<file path="src/rtl/stx_len_crc_frame_parser_macros.svh">
// assertion helpers for the frame parser
`ifndef STX_LEN_CRC_FRAME_PARSER_MACROS_SVH
`define STX_LEN_CRC_FRAME_PARSER_MACROS_SVH

`ifndef SYNTHESIS

// overlapping implication, checked on every rising edge out of reset
`define STX_LCFP_ASSERT_SAME(label, clk, rst_n, ante, cons) \
    label: assert property (@(posedge clk) disable iff (!rst_n) (ante) |-> (cons)) \
        else $error("assertion failed");

// consequent checked in the cycle after the antecedent
`define STX_LCFP_ASSERT_NEXT(label, clk, rst_n, ante, cons) \
    label: assert property (@(posedge clk) disable iff (!rst_n) (ante) |=> (cons)) \
        else $error("assertion failed");

`else

`define STX_LCFP_ASSERT_SAME(label, clk, rst_n, ante, cons)
`define STX_LCFP_ASSERT_NEXT(label, clk, rst_n, ante, cons)

`endif

`endif

</file>
<file path="src/rtl/stx_lcfp_pkg.sv">
package stx_lcfp_pkg;

    localparam int unsigned OUT_CNT_W = 32;

    localparam logic [15:0] CRC_POLY = 16'h1021;
    localparam logic [15:0] CRC_INIT = 16'hFFFF;
    localparam logic [15:0] CRC_MSB  = 16'h8000;

    localparam logic [7:0] START_RESET = 8'd2;
    localparam logic [7:0] END_RESET   = 8'd3;
    localparam logic [7:0] MAX_RESET   = 8'd64;

    typedef enum logic [1:0] {
        CFG_START_BYTE  = 2'd0,
        CFG_END_BYTE    = 2'd1,
        CFG_MAX_PAYLOAD = 2'd2
    } t_cfg_index;

    typedef enum logic [2:0] {
        PH_IDLE    = 3'd0,
        PH_LEN     = 3'd1,
        PH_PAYLOAD = 3'd2,
        PH_CRC_LO  = 3'd3,
        PH_CRC_HI  = 3'd4,
        PH_END     = 3'd5
    } t_phase;

    typedef enum logic [2:0] {
        EV_NONE     = 3'd0,
        EV_COMPLETE = 3'd1,
        EV_LENGTH   = 3'd2,
        EV_CRC      = 3'd3,
        EV_FRAMING  = 3'd4
    } t_event;

    typedef struct packed {
        t_event     event_res;
        logic [7:0] frame_length;
        logic       payload_write;
        logic [7:0] payload_index;
        logic [7:0] payload_byte;
    } t_result;

    typedef struct packed {
        logic [OUT_CNT_W-1:0] discarded;
        logic [OUT_CNT_W-1:0] length_error;
        logic [OUT_CNT_W-1:0] crc_error;
        logic [OUT_CNT_W-1:0] framing_error;
        logic [OUT_CNT_W-1:0] good_frame;
    } t_counts;

endpackage

</file>
<file path="src/rtl/stx_len_crc_frame_parser.sv">
// framed byte stream parser: start byte, length, payload, crc low, crc high, end byte
// slave channel s_axis carries one received link byte per request
// master channel m_axis returns exactly one result per accepted byte:
//   the event code and payload write flag in tuser, frame length, payload echo
//   and the five wrapping error and frame counters in tdata
// configuration (start byte, end byte, max payload) is written through
// i_cfg_we / i_cfg_addr / i_cfg_data; the user must write it only while no byte
// is in flight, the block itself does not enforce it
// path: an accepted byte is held in the input register, then parsed into the
// result register, which drives m_axis; throughput: one byte per cycle while
// the output is free; the crc update is an eight step byte-wide crc-16 unroll
// reset: i_rst_n low at a clock edge clears both register stages, returns the
// parser to hunting for the start byte, zeroes the counters, and loads the
// configuration reset values 2, 3 and 64
// stall: with m_axis_tready low the result holds, one more byte is absorbed
// in the input register, then s_axis_tready drops
module stx_len_crc_frame_parser #(
    parameter int unsigned BUFFER_DEPTH  = 256,
    parameter int unsigned COUNTER_WIDTH = 32
) (
    input  logic         i_clk,
    input  logic         i_rst_n,
    input  logic         i_cfg_we,
    input  logic [1:0]   i_cfg_addr,
    input  logic [7:0]   i_cfg_data,
    input  logic         s_axis_tvalid,
    output logic         s_axis_tready,
    input  logic [7:0]   s_axis_tdata,   // rx_byte[7:0]
    output logic         m_axis_tvalid,
    input  logic         m_axis_tready,
    // frame_length[7:0], payload_index[15:8], payload_byte[23:16],
    // discarded_count[55:24], length_error_count[87:56], crc_error_count[119:88],
    // framing_error_count[151:120], good_frame_count[183:152]
    output logic [183:0] m_axis_tdata,
    output logic [3:0]   m_axis_tuser    // event_res[2:0], payload_write[3]
);
    import stx_lcfp_pkg::*;

    logic    r_in_valid;
    logic [7:0] r_in_byte;
    logic    r_out_valid;
    t_result r_res;
    t_result res;
    t_counts counts;
    logic    out_free;
    logic    step;

    assign out_free      = !r_out_valid || m_axis_tready;
    assign step          = r_in_valid && out_free;
    assign s_axis_tready = !r_in_valid || step;

    always_ff @(posedge i_clk) begin
        if (!i_rst_n) begin
            r_in_valid <= 1'b0;
        end else if (s_axis_tready) begin
            r_in_valid <= s_axis_tvalid;
        end
    end

    always_ff @(posedge i_clk) begin
        if (s_axis_tready && s_axis_tvalid) begin
            r_in_byte <= s_axis_tdata;
        end
    end

    stx_lcfp_parser #(
        .BUFFER_DEPTH  (BUFFER_DEPTH),
        .COUNTER_WIDTH (COUNTER_WIDTH)
    ) u_parser (
        .i_clk      (i_clk),
        .i_rst_n    (i_rst_n),
        .i_cfg_we   (i_cfg_we),
        .i_cfg_addr (i_cfg_addr),
        .i_cfg_data (i_cfg_data),
        .i_step     (step),
        .i_byte     (r_in_byte),
        .o_res      (res),
        .o_counts   (counts)
    );

    // counters live in the parser and only move when a new result is loaded
    always_ff @(posedge i_clk) begin
        if (!i_rst_n) begin
            r_out_valid <= 1'b0;
        end else if (out_free) begin
            r_out_valid <= r_in_valid;
        end
    end

    always_ff @(posedge i_clk) begin
        if (step) begin
            r_res <= res;
        end
    end

    assign m_axis_tvalid = r_out_valid;
    assign m_axis_tuser  = {r_res.payload_write, r_res.event_res};
    assign m_axis_tdata  = {counts.good_frame, counts.framing_error, counts.crc_error,
                            counts.length_error, counts.discarded, r_res.payload_byte,
                            r_res.payload_index, r_res.frame_length};

endmodule

</file>
<file path="src/rtl/stx_lcfp_crc8.sv">
module stx_lcfp_crc8 (
    input  logic [15:0] i_crc,
    input  logic [7:0]  i_byte,
    output logic [15:0] o_crc
);
    import stx_lcfp_pkg::*;

    // crc-16 msb first, one byte per pass, eight shift steps unrolled
    always_comb begin
        logic [15:0] c;
        c = i_crc ^ {i_byte, 8'h00};
        for (int k = 0; k < 8; k++) begin
            if ((c & CRC_MSB) != 16'h0000) begin
                c = {c[14:0], 1'b0} ^ CRC_POLY;
            end else begin
                c = {c[14:0], 1'b0};
            end
        end
        o_crc = c;
    end

endmodule

</file>
<file path="src/rtl/stx_lcfp_parser.sv">
`include "stx_len_crc_frame_parser_macros.svh"

module stx_lcfp_parser #(
    parameter int unsigned BUFFER_DEPTH  = 256,
    parameter int unsigned COUNTER_WIDTH = 32
) (
    input  logic                   i_clk,
    input  logic                   i_rst_n,
    input  logic                   i_cfg_we,
    input  logic [1:0]             i_cfg_addr,
    input  logic [7:0]             i_cfg_data,
    input  logic                   i_step,
    input  logic [7:0]             i_byte,
    output stx_lcfp_pkg::t_result  o_res,
    output stx_lcfp_pkg::t_counts  o_counts
);
    import stx_lcfp_pkg::*;

    localparam logic [8:0] DEPTH_LIMIT = 9'(BUFFER_DEPTH);
    localparam logic [COUNTER_WIDTH-1:0] CNT_ONE = COUNTER_WIDTH'(1);

    logic [7:0]  r_start;
    logic [7:0]  r_end;
    logic [7:0]  r_max;

    t_phase      r_phase;
    t_phase      n_phase;
    logic [7:0]  r_len;
    logic [7:0]  n_len;
    logic [7:0]  r_pos;
    logic [7:0]  n_pos;
    logic [15:0] r_crc;
    logic [15:0] n_crc;
    logic [7:0]  r_rcv_lo;
    logic [7:0]  n_rcv_lo;

    logic [COUNTER_WIDTH-1:0] r_drop_cnt;
    logic [COUNTER_WIDTH-1:0] r_len_cnt;
    logic [COUNTER_WIDTH-1:0] r_crc_cnt;
    logic [COUNTER_WIDTH-1:0] r_end_cnt;
    logic [COUNTER_WIDTH-1:0] r_ok_cnt;

    logic        drop_hit;
    logic [15:0] crc_upd;
    logic [7:0]  pos_inc;
    logic        crc_ok;
    logic        len_bad;
    t_event      ev;

    stx_lcfp_crc8 u_crc8 (
        .i_crc  (r_crc),
        .i_byte (i_byte),
        .o_crc  (crc_upd)
    );

    assign pos_inc = r_pos + 8'd1;
    assign crc_ok  = ({i_byte, r_rcv_lo} == r_crc);
    assign len_bad = (i_byte > r_max);

    always_ff @(posedge i_clk) begin
        if (!i_rst_n) begin
            r_start <= START_RESET;
            r_end   <= END_RESET;
            r_max   <= MAX_RESET;
        end else if (i_cfg_we) begin
            unique case (i_cfg_addr)
                CFG_START_BYTE:  r_start <= i_cfg_data;
                CFG_END_BYTE:    r_end   <= i_cfg_data;
                CFG_MAX_PAYLOAD: r_max   <= i_cfg_data;
                default: ;
            endcase
        end
    end

    // next phase
    always_comb begin
        n_phase = r_phase;
        unique case (r_phase)
            PH_LEN: begin
                if (len_bad) begin
                    n_phase = PH_IDLE;
                end else if (i_byte == 8'd0) begin
                    n_phase = PH_CRC_LO;
                end else begin
                    n_phase = PH_PAYLOAD;
                end
            end
            PH_PAYLOAD: begin
                if (pos_inc >= r_len) begin
                    n_phase = PH_CRC_LO;
                end
            end
            PH_CRC_LO: n_phase = PH_CRC_HI;
            PH_CRC_HI: n_phase = crc_ok ? PH_END : PH_IDLE;
            PH_END:    n_phase = PH_IDLE;
            default: begin
                if (i_byte == r_start) begin
                    n_phase = PH_LEN;
                end
            end
        endcase
    end

    // datapath and event for the byte in flight
    always_comb begin
        n_len    = r_len;
        n_pos    = r_pos;
        n_crc    = r_crc;
        n_rcv_lo = r_rcv_lo;
        ev       = EV_NONE;
        drop_hit = 1'b0;
        o_res.payload_write = 1'b0;
        o_res.payload_index = 8'd0;
        o_res.payload_byte  = 8'd0;
        unique case (r_phase)
            PH_LEN: begin
                if (len_bad) begin
                    ev = EV_LENGTH;
                end else begin
                    n_len = i_byte;
                    n_crc = crc_upd;
                end
            end
            PH_PAYLOAD: begin
                if ({1'b0, r_pos} < DEPTH_LIMIT) begin
                    o_res.payload_write = 1'b1;
                    o_res.payload_index = r_pos;
                    o_res.payload_byte  = i_byte;
                end
                n_pos = pos_inc;
                n_crc = crc_upd;
            end
            PH_CRC_LO: n_rcv_lo = i_byte;
            PH_CRC_HI: begin
                if (!crc_ok) begin
                    ev = EV_CRC;
                end
            end
            PH_END: ev = (i_byte == r_end) ? EV_COMPLETE : EV_FRAMING;
            default: begin
                if (i_byte == r_start) begin
                    n_len = 8'd0;
                    n_pos = 8'd0;
                    n_crc = CRC_INIT;
                end else begin
                    drop_hit = 1'b1;
                end
            end
        endcase
        o_res.event_res    = ev;
        o_res.frame_length = n_len;
    end

    always_ff @(posedge i_clk) begin
        if (!i_rst_n) begin
            r_phase  <= PH_IDLE;
            r_len    <= 8'd0;
            r_pos    <= 8'd0;
            r_crc    <= CRC_INIT;
            r_rcv_lo <= 8'd0;
        end else if (i_step) begin
            r_phase  <= n_phase;
            r_len    <= n_len;
            r_pos    <= n_pos;
            r_crc    <= n_crc;
            r_rcv_lo <= n_rcv_lo;
        end
    end

    always_ff @(posedge i_clk) begin
        if (!i_rst_n) begin
            r_drop_cnt <= '0;
            r_len_cnt  <= '0;
            r_crc_cnt  <= '0;
            r_end_cnt  <= '0;
            r_ok_cnt   <= '0;
        end else if (i_step) begin
            if (drop_hit) begin
                r_drop_cnt <= r_drop_cnt + CNT_ONE;
            end
            if (ev == EV_LENGTH) begin
                r_len_cnt <= r_len_cnt + CNT_ONE;
            end
            if (ev == EV_CRC) begin
                r_crc_cnt <= r_crc_cnt + CNT_ONE;
            end
            if (ev == EV_FRAMING) begin
                r_end_cnt <= r_end_cnt + CNT_ONE;
            end
            if (ev == EV_COMPLETE) begin
                r_ok_cnt <= r_ok_cnt + CNT_ONE;
            end
        end
    end

    // counters are reported as their low bits, zero extended when narrower
    assign o_counts.discarded     = OUT_CNT_W'(r_drop_cnt);
    assign o_counts.length_error  = OUT_CNT_W'(r_len_cnt);
    assign o_counts.crc_error     = OUT_CNT_W'(r_crc_cnt);
    assign o_counts.framing_error = OUT_CNT_W'(r_end_cnt);
    assign o_counts.good_frame    = OUT_CNT_W'(r_ok_cnt);

    `STX_LCFP_ASSERT_NEXT(a_hold_when_idle, i_clk, i_rst_n, !i_step, $stable(r_phase) && $stable(r_crc) && $stable(r_ok_cnt))
    `STX_LCFP_ASSERT_NEXT(a_start_opens, i_clk, i_rst_n, i_step && r_phase == PH_IDLE && i_byte == r_start, r_phase == PH_LEN && r_crc == CRC_INIT && r_pos == 8'd0)
    `STX_LCFP_ASSERT_NEXT(a_end_closes, i_clk, i_rst_n, i_step && r_phase == PH_END, r_phase == PH_IDLE)
    `STX_LCFP_ASSERT_NEXT(a_good_counts, i_clk, i_rst_n, i_step && ev == EV_COMPLETE, r_ok_cnt != $past(r_ok_cnt))
    `STX_LCFP_ASSERT_SAME(a_write_in_payload, i_clk, i_rst_n, o_res.payload_write, r_phase == PH_PAYLOAD && ev == EV_NONE)

endmodule

</file>
<file path="config.mk">
export PLATFORM = sky130hd
export DESIGN_NAME = stx_len_crc_frame_parser
export DESIGN_NICKNAME = d
export VERILOG_FILES = /design/src/rtl/stx_lcfp_pkg.sv /design/src/rtl/stx_len_crc_frame_parser.sv /design/src/rtl/stx_lcfp_crc8.sv /design/src/rtl/stx_lcfp_parser.sv
export VERILOG_INCLUDE_DIRS = /design/src /design/src/rtl
export SDC_FILE = /design/constraint.sdc
export NUM_CORES = 1
export LEC_CHECK = 0
export BUFFER_PORTS_ARGS = -buffer_cell sky130_fd_sc_hd__buf_2
export CAP_MARGIN = 10
export CORE_UTILIZATION = 45
export DETAILED_ROUTE_END_ITERATION = 8
export PLACE_DENSITY_LB_ADDON = 0.15
export SYNTH_ARGS = -nofsm -noshare
export SYNTH_HDL_FRONTEND = slang
export SYNTH_SLANG_ARGS = --single-unit
</file>
<file path="constraint.sdc">
create_clock -name i_clk -period 3.6 [get_ports i_clk]
set_clock_uncertainty 0.2 [all_clocks]
set_input_delay 0.54 -clock i_clk [delete_from_list [all_inputs] [get_ports i_clk]]
set_output_delay 0.54 -clock i_clk [all_outputs]
set_load 0.01 [all_outputs]
</file>
# ---- Word level (Yosys, flattened, before mapping)
# Cells that the tools add are included.
dict set report word_totals {
  out_inout_bits 190
  reg_bits 265
  wordCells 112
  in_bits 23
}
dict set report classes {
  n_addsub 6
  order_cmp 2
  bitwise 11
  muxes 29
  eq_ne 16
  n_reduce_logical 27
}
# operator count
set ops {}
lappend ops {{$add 32x1->32 const B} 5}
lappend ops {{$mux 13} 8}
lappend ops {{$pmux 16 s3} 1}
lappend ops {{$mux 16} 2}
lappend ops {{$pmux 8 s2} 2}
lappend ops {{$mux 8} 3}
lappend ops {{$not 3->3} 8}
lappend ops {{$reduce_and 2->1} 9}
lappend ops {{$mux 17} 1}
lappend ops {{$eq 16x16->1} 1}
lappend ops {{$eq 8x8->1} 2}
lappend ops {{$xor 16x16->16} 1}
lappend ops {{$mux 3} 5}
lappend ops {{$pmux 3 s5} 1}
lappend ops {{$eq 3x2->1 const B} 4}
lappend ops {{$eq 3x3->1 const B} 3}
lappend ops {{$pmux 3 s3} 1}
lappend ops {{$add 8x1->8 const B} 1}
lappend ops {{$ge 8x8->1} 1}
lappend ops {{$gt 8x8->1} 1}
lappend ops {{$logic_not 8->1} 1}
lappend ops {{$reduce_or 4->1} 2}
lappend ops {{$eq 3x1->1 const B} 2}
lappend ops {{$reduce_and 3->1} 2}
lappend ops {{other kinds (17)} 24}

# ---- Longest topological paths before layout
dict set report depth {
  word_depth 19
  ltp_mapped 12
  mapped_depth_nobuf 11
}

# ---- By module
# Synthesis repeated with hierarchy kept, for this count alone.
dict set report hier_totals {
  cells_unflattened 1348
  area_unflattened_um2 12548.3
}
# mod area_per_inst_um2 cells_per_inst instances seq_area_each_um2
set by_module_without_submodules {}
lappend by_module_without_submodules {stx_lcfp_parser 10971.8 1278 1 4544.4}
lappend by_module_without_submodules {stx_len_crc_frame_parser 1184.9 45 1 1121.1}
lappend by_module_without_submodules {stx_lcfp_crc8 391.6 25 1 0.0}

# ---- Worst setup path after synthesis
# OpenSTA, ideal clock, no wires.
dict set report synth_timing {
  path_kind {input to register}
  startpoint {input m_axis_tready}
  endpoint {register u_parser.r_phase[0]}
  n_path_buf 1
  arrival_time_ps 2744
  setup_ps 119
  path_stages 7
  t_required_ps 3281
  slack_ps 538
  cell_sequence {nand2b_1 nand2_1 inv_1 clkbuf_1 a21oi_1 or3_1 o221a_2}
}
dict set report synth_between {
  elab_chain_len 3
}
# item line
set synth_lines {}
lappend synth_lines {{start, declared} stx_len_crc_frame_parser.sv:30} ;# input logic m_axis_tready,
lappend synth_lines {{$logic_or 1x1->1} stx_len_crc_frame_parser.sv:48} ;# assign out_free = !r_out_valid || m_axis_tready;
lappend synth_lines {{$logic_and 1x1->1} stx_len_crc_frame_parser.sv:49} ;# assign step = r_in_valid && out_free;
lappend synth_lines {{named net step} stx_len_crc_frame_parser.sv:46} ;# logic step;
lappend synth_lines {{$reduce_and 3->1 (no source line)} --}
lappend synth_lines {{end signal, assigned} stx_lcfp_parser.sv:162} ;# r_phase <= n_phase;
lappend synth_lines {{end, declared} stx_lcfp_parser.sv:26} ;# t_phase r_phase;
# The timed path passes the listed nets, and every way through them passes these cells.
# A chain may end at the register's enable or synchronous reset.

# ---- Worst setup path in the final report
dict set report layout_timing {
  startpoint {register u_parser.r_len_cnt[4]}
  endpoint {register u_parser.r_len_cnt[25]}
}
dict set report layout_between {
  elab_chain_len 1
}
# item line
set layout_lines {}
lappend layout_lines {{start, declared} stx_lcfp_parser.sv:38} ;# logic [COUNTER_WIDTH-1:0] r_len_cnt;
lappend layout_lines {{start signal, assigned} stx_lcfp_parser.sv:182} ;# r_len_cnt <= r_len_cnt + CNT_ONE;
lappend layout_lines {{$add 32x1->32} stx_lcfp_parser.sv:182}
# Every way passes these cells.

==> out/metrics.csv <==
stage,metric,value,unit
outcome,status,finished clean,
timing,Final Cycle Share,90.3,%
yosys,area share of the largest cell type after synthesis,37.4,%
drt,DRT antenna net count,0,
yosys,"count leader, synth",dfxtp_1,
placement,post-DP HPWL,21700,um
critical_path,Worst Path Max Fanout,10,
critical_path,CP Capture Type,register,
drt,final routed wire length divided by cell count,16.0,um
critical_path,Startpoint Class,register,
floorplan,Die Y,167,um
global_routing,number of global-route vias before repair,9275,
global_routing,total gr overflow,0,
yosys,Synth async-reset ratio,0,%
timing,unrepaired setup endpoints after global routing,false,
cts,CTS Sinks,265,
cts,CTS tree,yes,
pwr,Logic pwr share,4.2,%
yosys,main flop type after synthesis,dfxtp_1,
timing,slew margin rel.,20.2,%
pwr,static leakage,6.04,nW
pwr,pwr dens,435,nW/um2
yosys,post-synth cell types,66,
floorplan,Die ar.,27900,um2
timing,Final min period,3.25,ns
floorplan,die width,167,um
cts,clock latency on the worst-skew pair,0.55,ns
floorplan,Core Area,26800,um2
cts,Longest Clk Path Bufs,3,
drt,drt first pass iters,5,
timing,worst slew pin tran,1.19,ns
yosys,number of enable flip-flop cells after synthesis,36,
yosys,total of warnings raised by yosys,0,
floorplan,io pins,213,
floorplan,Initial Util,45.7,%
pwr,switch share,21.6,%
pwr,Internal,5.02,mW
pwr,Switch Pwr,1.39,mW
yosys,"area leader, netlist",dfxtp_1,
final_layout,fillers,2479,
final_layout,diode count,0,
global_routing,GRT Total Usage,21.7,%
drt,drc violations,0,
timing,setup_tns,0,ns
placement,Port Buffers,212,
critical_path,Critical Setup Path Class,reg2reg,
yosys,post-synthesis sequential area ratio,46.2,%
yosys,Netlist Area Pre-Place,12300,um2
yosys,synthesized area per cell,9.19,um2
cts,root buf cell,clkbuf_16,
yosys,Syn Inst Count,1333,
yosys,syn_nets,1378,
global_routing,first-pass GRT wire length,49500,um
yosys,"flops & latches, synth",265,
drt,Initial DRC Count,630,
job,max-cap violations,0,
final_layout,NumNets Final,1601,
drt,DR vias,10200,
floorplan,# rows,60,
timing,# setup viols final,0,
final_layout,Layout area overhead,20.3,%
yosys,most frequent cells after synthesis,"dfxtp_1, nor2_1, nand2_1",
drt,vias per cell,5.30,
pwr,maximum vdd drop,0.000308,V
timing,Slew Limit Fails,0,
global_routing,initial antenna violation count,1,
pwr,clock power share,48.2,%
final_layout,layout cell share with drive strength beyond 1,19.9,%
timing,Max Fclk,0.308,GHz
timing,final hold violation count,0,
critical_path,Critical Path AT,3.52,ns
cts,H-tree levels,1,
cts,Worst-path clk slew,0.06,ns
drt,Routed Wire Length,30600,um
yosys,Synth area leaders,"dfxtp_1, edfxtp_1, xnor2_1",
cts,CTS buffer count,29,
global_routing,largest net degree at the start of global routing,75,
placement,GPL Wtd Cong,0.807,
pwr,total power,6.40,mW
pwr,Reg power frac,47.6,%
worst_hold_path,Hold Path Class,in2reg,
critical_path,Crit path required time,3.86,ns
repair_timing:
item | 4_1_cts | 5_1_grt
setup buffers | 0 | 0
gates resized for setup | 0 | 0
endpoints found under the hold margin | 8 | 0
hold buffers | 8 | 0
cells in the final DEF (no fill, tap or decap), types with 22 or more instances in the layout:
cell	count
dfxtp_1	229
buf_2	212
nor2_1	180
nand2_1	110
xnor2_1	95
xor2_1	71
nand3_1	67
a21oi_1	58
nand4_1	46
o21ai_0	44
inv_1	43
mux2i_1	42
or3_1	36
edfxtp_1	36
and3_1	34
clkbuf_16	30
buf_4	27
nor3_1	26
ha_1	22
layout make-up:
class | count | area (um2) | area share (%)
inverters | 44 | 170 | 1.15
flip-flops and latches | 265 | 5670 | 38.5
multi-input cells | 969 | 6140 | 41.7
clock inverters | 15 | 199 | 1.35
repair buffers | 247 | 1340 | 9.12
clock buffers | 38 | 791 | 5.37
well taps | 341 | 427 | 2.90
power by group through the flow:
stage	registers (mW)	logic, mW	clock network (mW)
after floorplan	3.11	0.172	0
after global placement	3.11	0.259	0
after detailed placement	3.11	0.261	0
after CTS	3.05	0.269	3.16
after global routing	3.05	0.291	3.29
final	3.05	0.268	3.09
layer usage:
layer | wire, um | GRT usage [%]
met1 | 14200 | 29.2
met2 | 13700 | 34.6
met3 | 2090 | 5.13
met4 | 670 | 5.84
met5 | 13 | 0
critical path, stage by stage, from the launching register on:
cell       delay [ns]
dfxtp_1          0.41
and4_1           0.30
nand4_1          0.15
nor4_1           0.63
o2111ai_1        0.64
nand3b_4         0.37
or3_1            0.34
a21oi_1          0.14
metrics by stage:
step | instance area [um2] | util, % | setup WS [ns] | hold WS (ns) | instances
finish | 14700 | 55.0 | 0.349 | 0.0277 | 1919
global placement | 13700 | 51.0 | 0.265 | 0.267 | 1858
CTS | 14700 | 55.0 | 0.271 | 0.00827 | 1919
floorplan | 12300 | - | 0.538 | 0.256 | 1333
detailed placement | 13700 | 51.0 | 0.282 | 0.273 | 1858
global route | 14700 | 55.0 | 0.153 | 0.0459 | 1919
worst paths after layout:
check                                              end  slack (ns)                    from  cells past startpoint
worst max-delay path            u_parser.r_len_cnt[25]        0.35   u_parser.r_len_cnt[4]                      7
worst min-delay path                        r_in_valid        0.03           s_axis_tvalid                      3
worst max register to register  u_parser.r_len_cnt[25]        0.35   u_parser.r_len_cnt[4]                      7
worst min register to register  u_parser.r_end_cnt[31]        0.29  u_parser.r_end_cnt[31]                      2
cells by family (layout without fill, tap and decap cells):
kind of cell | after synthesis | after routing | synth area share, %
AO/OA/AOI/OAI | 152 | 152 | 7.89
adder cells (fa/ha/maj) | 22 | 22 | 2.25
buffers and inverters | 99 | 344 | 3.66
multiplexers | 42 | 42 | 3.43
flip-flops | 265 | 265 | 46.2
AND/OR/NAND/NOR | 584 | 584 | 24.3
XOR/XNOR | 169 | 169 | 12.3
registers in the layout, summed over array words and instances (netlist names), 4 cells and up:
| signal | count |
|---|---|
| u_parser.r_len_cnt | 32 |
| u_parser.r_max | 8 |
| u_parser.r_len | 8 |
| m_axis_tuser | 4 |
| u_parser.r_pos | 8 |
| u_parser.r_crc_cnt | 32 |
| u_parser.r_end | 8 |
| u_parser.r_drop_cnt | 32 |
| u_parser.r_start | 8 |
| m_axis_tdata | 24 |
| u_parser.r_end_cnt | 32 |
| r_in_byte | 8 |
| u_parser.r_rcv_lo | 8 |
| u_parser.r_crc | 16 |
| u_parser.r_ok_cnt | 32 |
Note: power is estimated with default switching activity, not from simulation.
